$ cat src/hw/rtl/tpim_isqrt.sv
// Pipelined floor square root, one result bit per stage, with side data.
module tpim_isqrt #(
	parameter int IN_W   = 48,
	parameter int SIDE_W = 1
) (
	input  logic                clk,
	input  logic                arst_n,
	input  logic                in_vld,
	input  logic [IN_W-1:0]     radicand,
	input  logic [SIDE_W-1:0]   side_in,
	output logic                out_vld,
	output logic [IN_W/2-1:0]   root,
	output logic [SIDE_W-1:0]   side_out
);

	localparam int OUT_W = IN_W / 2;
	localparam int RW    = OUT_W + 2;

	for (genvar k = 0; k < OUT_W; k++) begin : g_stage
		logic              cur_vld;
		logic [RW-1:0]     cur_rem;
		logic [OUT_W-1:0]  cur_rt;
		logic [IN_W-1:0]   cur_x;
		logic [SIDE_W-1:0] cur_side;
		logic [RW-1:0]     rem_sh;
		logic [RW-1:0]     trial;
		logic              ge;

		// stage registers
		logic              vld_s;
		logic [RW-1:0]     rem_s;
		logic [OUT_W-1:0]  rt_s;
		logic [IN_W-1:0]   x_s;
		logic [SIDE_W-1:0] side_s;

		if (k == 0) begin : g_first
			assign cur_vld  = in_vld;
			assign cur_rem  = '0;
			assign cur_rt   = '0;
			assign cur_x    = radicand;
			assign cur_side = side_in;
		end else begin : g_next
			assign cur_vld  = g_stage[k-1].vld_s;
			assign cur_rem  = g_stage[k-1].rem_s;
			assign cur_rt   = g_stage[k-1].rt_s;
			assign cur_x    = g_stage[k-1].x_s;
			assign cur_side = g_stage[k-1].side_s;
		end

		// bring down the next bit pair and try root*4+1
		assign rem_sh = {cur_rem[RW-3:0], cur_x[IN_W-1 -: 2]};
		assign trial  = {cur_rt, 2'b01};
		assign ge     = (rem_sh >= trial);

		always_ff @(posedge clk or negedge arst_n) begin
			if (!arst_n) begin
				vld_s <= 1'b0;
			end else begin
				vld_s <= cur_vld;
			end
		end

		always_ff @(posedge clk) begin
			rem_s  <= ge ? (rem_sh - trial) : rem_sh;
			rt_s   <= {cur_rt[OUT_W-2:0], ge};
			x_s    <= {cur_x[IN_W-3:0], 2'b00};
			side_s <= cur_side;
		end
	end

	assign out_vld  = g_stage[OUT_W-1].vld_s;
	assign root     = g_stage[OUT_W-1].rt_s;
	assign side_out = g_stage[OUT_W-1].side_s;

endmodule

$ cat config.mk
export PLATFORM = sky130hd
export DESIGN_NAME = tpim_isqrt
export DESIGN_NICKNAME = d
export VERILOG_FILES = /design/src/hw/rtl/tpim_isqrt.sv
export SDC_FILE = /design/constraint.sdc
export NUM_CORES = 2
export LEC_CHECK = 0
export BUFFER_PORTS_ARGS = -buffer_cell sky130_fd_sc_hd__buf_4
export CELL_PAD_IN_SITES_DETAIL_PLACEMENT = 1
export CELL_PAD_IN_SITES_GLOBAL_PLACEMENT = 1
export CORE_MARGIN = 1.5
export CORE_UTILIZATION = 35
export DETAILED_ROUTE_END_ITERATION = 10
export GPL_TIMING_DRIVEN = 0
export PLACE_DENSITY = 0.58
export REMOVE_ABC_BUFFERS = 1
export SYNTH_ARGS = -nofsm -noshare
export SYNTH_HDL_FRONTEND = slang
export SYNTH_SLANG_ARGS = --single-unit
export TNS_END_PERCENT = 30
$ cat constraint.sdc
create_clock -name clk -period 4.3 [get_ports clk]
set_clock_uncertainty 0.05 [all_clocks]
set_input_delay 0.86 -clock clk [delete_from_list [all_inputs] [get_ports clk]]
set_output_delay 0.86 -clock clk [all_outputs]
set_load 0.01 [all_outputs]
======== After elaboration in Yosys (flattened, before gate mapping) ========
Index checks and enable logic that the tools add are counted.
storage, ports and cells
  register bits after elaboration ......... 1431
  bits of input ports ..................... 52
  output and inout port bits .............. 26
  word-level logic and storage cells ...... 189
operators by class
  add/subtract/negate cells ............... 23
  $lt $le $gt $ge ......................... 24
  multiplexer cells ....................... 23
operators with widths
  operator          count
  $mux 24           22
  $ge 26x10->1      1
  $ge 26x11->1      1
  $ge 26x12->1      1
  $ge 26x13->1      1
  $ge 26x14->1      1
  $ge 26x15->1      1
  $ge 26x16->1      1
  $ge 26x17->1      1
  $ge 26x18->1      1
  $ge 26x19->1      1
  $ge 26x20->1      1
  $ge 26x21->1      1
  $ge 26x22->1      1
  $ge 26x23->1      1
  $ge 26x24->1      1
  $ge 26x25->1      1
  $ge 26x3->1       1
  $ge 26x4->1       1
  $ge 26x5->1       1
  $ge 26x6->1       1
  $ge 26x7->1       1
  $ge 26x8->1       1
  $ge 26x9->1       1
  other kinds (25)  25

======== Depth between registers and ports, before layout ========
  word-level depth ........................ 2
  mapped depth ............................ 14
  depth with buffers taken out ............ 12

======== Worst setup path before layout ========
Ideal clock, no wire load.
  path kind ............................... register to register
  start point ............................. register g_stage[21].rt_s[0]
  end point ............................... register g_stage[22].rem_s[16]
  setup time .............................. 121 ps
  data arrival time ....................... 3022 ps
  required time ........................... 4129 ps
  setup slack ............................. 1107 ps
  stages on the path, launching flop included .. 14
  path buffers ............................ 2
  clock period less this slack ............ 3193 ps
  cells stage by stage .................... dfxtp_1 -> inv_1 -> ha_1 -> nor2b_1 -> o31a_1 -> o31a_1 -> o41ai_2 -> o21ai_0 -> o21ai_0 -> o21a_1 -> a22o_1 -> buf_2 -> buf_2 -> mux2_2
on the way
  longest elaborated chain between the ends .. 2
  elaborated cells on any way between the ends .. 3
  those cells by class .................... add/sub (1); order compare (1); mux (1)
ends and longest elaborated chain
  item                                            RTL line  RTL
  start, declared                                 32        logic [OUT_W-1:0] rt_s;
  start signal, assigned                          65        rt_s <= {cur_rt[OUT_W-2:0], ge};
  $sub 24x24->24 or $ge 26x24->1 (tied branches)  64, 53
  $mux 24 *                                       64        rem_s <= ge ? (rem_sh - trial) : rem_sh;
  end signal, assigned                            64
  end, declared                                   31        logic [RW-1:0] rem_s;
Every way passes the cells marked *; elsewhere a longest branch is shown, timed or not.
A chain may end at the register's enable or synchronous reset.

======== Worst setup path after layout ========
  start point ............................. register g_stage[21].rt_s[0]
  end point ............................... register g_stage[22].rem_s[14]
The elaborated chain is that of the path after synthesis.

==> flow_summary_export.csv <==
group,metric,value,unit
route,drt-pass1-iter-count,7,
min_path,worstHoldPathCells,1,
floorplanning,placementRows,139,
cells_and_area,drive_above_1_share,8.84,%
floorplanning,die-area,146000,um^2
worst_setup_path,setup.worst_path.start_class,"flop",
min_path,worstHoldStart,"radicand[33]",
cells_and_area,utilization,41.0,%
yosys,avgSynthCellArea,10.5,um^2
yosys,synth_commonest_cells,"dfxtp_1 (1,398), inv_1 (407), nand2_1 (331)",
yosys,syn_inst,4823,
pwr,peakVddDrop,0.463,mV
yosys,yosys_most_used_dff,"dfxtp_1",
worst_setup_path,critPathKind,"reg2reg",
yosys,synth_edf_count,0,
sta,setup_tns,0,ns
placed_design,io_buffers,77,
sta,maxSlewViolCount,0,
route,antenna_left,0,
yosys,seq_area_frac_synth,56.6,%
route,wl_per_cell,15.2,um
clock_network,cts.path.max_buffers,3,
clock_network,insertion_delay,0.77,ns
floorplanning,fp.dieH,383,um
floorplanning,io_pins,78,
worst_setup_path,r2r-start,"g_stage[21].rt_s[0]",
worst_setup_path,ff2ff_path_depth,11,
clock_network,cts-root-buf,"clkbuf_16",
sta,max_slew_margin,15.1,%
route,vias,32400,
global_routing,grt_pass1_vias,33600,
worst_setup_path,worstSetupEndpointType,"flop",
sta,fin_crit_sh,95.2,%
floorplanning,coreArea,143000,um^2
yosys,synth.distinct_cells,79,
pwr,leakage,0.0273,uW
sta,fmax,244,MHz
global_routing,overflow,0,
placed_design,gp_congestion,0.859,
worst_setup_path,cp.required,4.88,ns
worst_setup_path,cp_max_fo,25,
cells_and_area,nFillCells,15800,
route,drcViolationCount,0,
route,viasPerCell,4.63,
min_path,hold_path_class,"in2reg",
floorplanning,die_w,383,um
worst_setup_path,cp.arrival,4.67,ns
yosys,synth-warning-count,0,
yosys,synth_top_area_share,55.5,%
run_status,outcome,"finished clean",
clock_network,cts.clk_slew.worst_paths,0.06,ns
cells_and_area,fin_nets,5359,
floorplanning,start_util,35.2,%
yosys,async_flop_share,1.69,%
pwr,totalPowerFinal,37000,uW
sta,setup_violations,0,
cells_and_area,multi_input_area,20100,um^2
yosys,synth.most_common_cell,"dfxtp_1",
yosys,netlist_area,50500,um^2
sta,rsz0062_at_grt,"no",
sta,worst_pin_slew,1.27,ns
yosys,synth_area_leader_cell,"dfxtp_1",
clock_network,cts_tree,"done",
min_path,whs_endpoint,"g_stage[0].x_s[35]",
cells_and_area,diodes,0,
run,cap_viol_max_count,0,
pwr,power_density,630,nW/um^2
global_routing,gr-usage-all-layers,14.7,%
route,drt-initial-drc-count,1211,
global_routing,grt_max_degree,39,
worst_setup_path,timing.rr.end,"g_stage[22].rem_s[14]",
sta,fin_crit,4.09,ns
worst_setup_path,timing.reg2reg.setup_slack,0.21,ns
global_routing,grt_pass1_wl,175000,um
global_routing,antenna_found_initial,0,
cells_and_area,seqCellArea,28600,um^2
route,totalWireLength,106000,um
sta,finalHoldViolCount,0,
placed_design,hpwl,81100,um
clock_network,h-tree-depth,4,
clock_network,cts_buffers,154,
yosys,synth.top_cells.by_area,"dfxtp_1 (55%), ha_1 (8.1%), xor2_1 (4.0%)",
yosys,synth_seq_cells,1422,
cells_and_area,syn2layout_area_growth,16.4,%
sta,fin_hold_ws,0.125,ns
clock_network,cts.sinks,1422,
worst max-delay path by stage:
stage                                        to                  from
after floorplan           g_stage[18].rem_s[23]   g_stage[17].rt_s[4]
after global placement    g_stage[17].rem_s[19]   g_stage[16].rt_s[0]
after CTS                 g_stage[15].rem_s[21]   g_stage[14].rt_s[0]
after global routing      g_stage[21].rem_s[11]  g_stage[20].rt_s[17]
after detailed placement  g_stage[22].rem_s[16]   g_stage[21].rt_s[0]
final                     g_stage[22].rem_s[14]   g_stage[21].rt_s[0]
cell usage in the layout (no fill, tap or decap), types with 77 or more instances in the layout:
master,count
dfxtp_1,1398
nor3_1,110
nand2_1,331
buf_4,78
inv_1,407
xnor2_1,199
nor2_1,266
o21ai_0,259
xor2_1,229
a21oi_1,272
ha_1,325
nand3_1,77
a21o_1,98
clkbuf_16,155
power breakdown:
| group | switching, uW | internal (uW) |
|---|---|---|
| logic | 3540 | 2970 |
| clock network | 5510 | 8130 |
| registers | 1470 | 15400 |
registers in the layout (all words and copies together) (netlist names), 10 cells and up:
name and cells:
g_stage.cur_rem 24, g_stage.cur_rt 10, g_stage.cur_x 28, g_stage.rem_s 498
g_stage.rt_s 266, g_stage.side_s 22, g_stage.vld_s 22, g_stage.x_s 524
root 24
routing by layer:
metal  vias to the layer above  global-route usage (%)  routed length [um]
met2                       388                    24.2               48600
met3                       183                    2.81                3890
li1                      16700                       -                   -
met4                         0                    4.94                2810
met1                     15200                    19.3               51100
met5                         -                       0                   0
cell families (layout without fill, tap and decap cells):
kind of cell               Yosys count  count (layout)  share of synthesized area (%)
muxes                               75              75                           1.63
buffers and inverters              492             773                           3.70
xor gates and xnor gates           428             428                           7.43
AOI/OAI and AO/OA                  917             917                           11.3
adders and majority gates          325             325                           8.06
DFF                               1422            1422                           56.6
other                                1               1                        0.00743
and+or+nand+nor                   1163            1163                           11.3
metrics by stage:
step,instance area (um^2),instances,setup WS [ns]
final,58700,7007,0.208
after global routing,58700,7007,0.0352
after CTS,58700,7007,0.122
after detailed placement,53300,6728,-0.114
after global placement,53100,6720,-1.49
after floorplan,50100,4740,0.386
layout make-up:
cell class	count	area share, %
Sequential cell	1422	48.7
Multi-Input combinational cell	2909	34.2
Clock buffer	203	7.32
Tap cell	1903	4.05
Inverter	409	2.61
Clock inverter	75	1.96
Timing Repair Buffer	86	1.21
critical path: stages (launching register included):
cell	delay, ns
dfxtp_1	0.34
inv_1	0.05
ha_1	0.35
nor2b_1	0.17
o31a_1	0.29
o31a_1	0.30
o41ai_2	0.54
o21ai_0	0.34
o21ai_0	0.28
o21a_1	0.19
a22o_2	0.59
mux2_2	0.42
what timing repair did:
action,CTS,global route
gates resized for setup,1,1
setup endpoints to repair,22,5
hold buffers,1,0
endpoints found under the hold margin,24,0
buffers inserted,0,0
(Power assumes the default switching activity.)
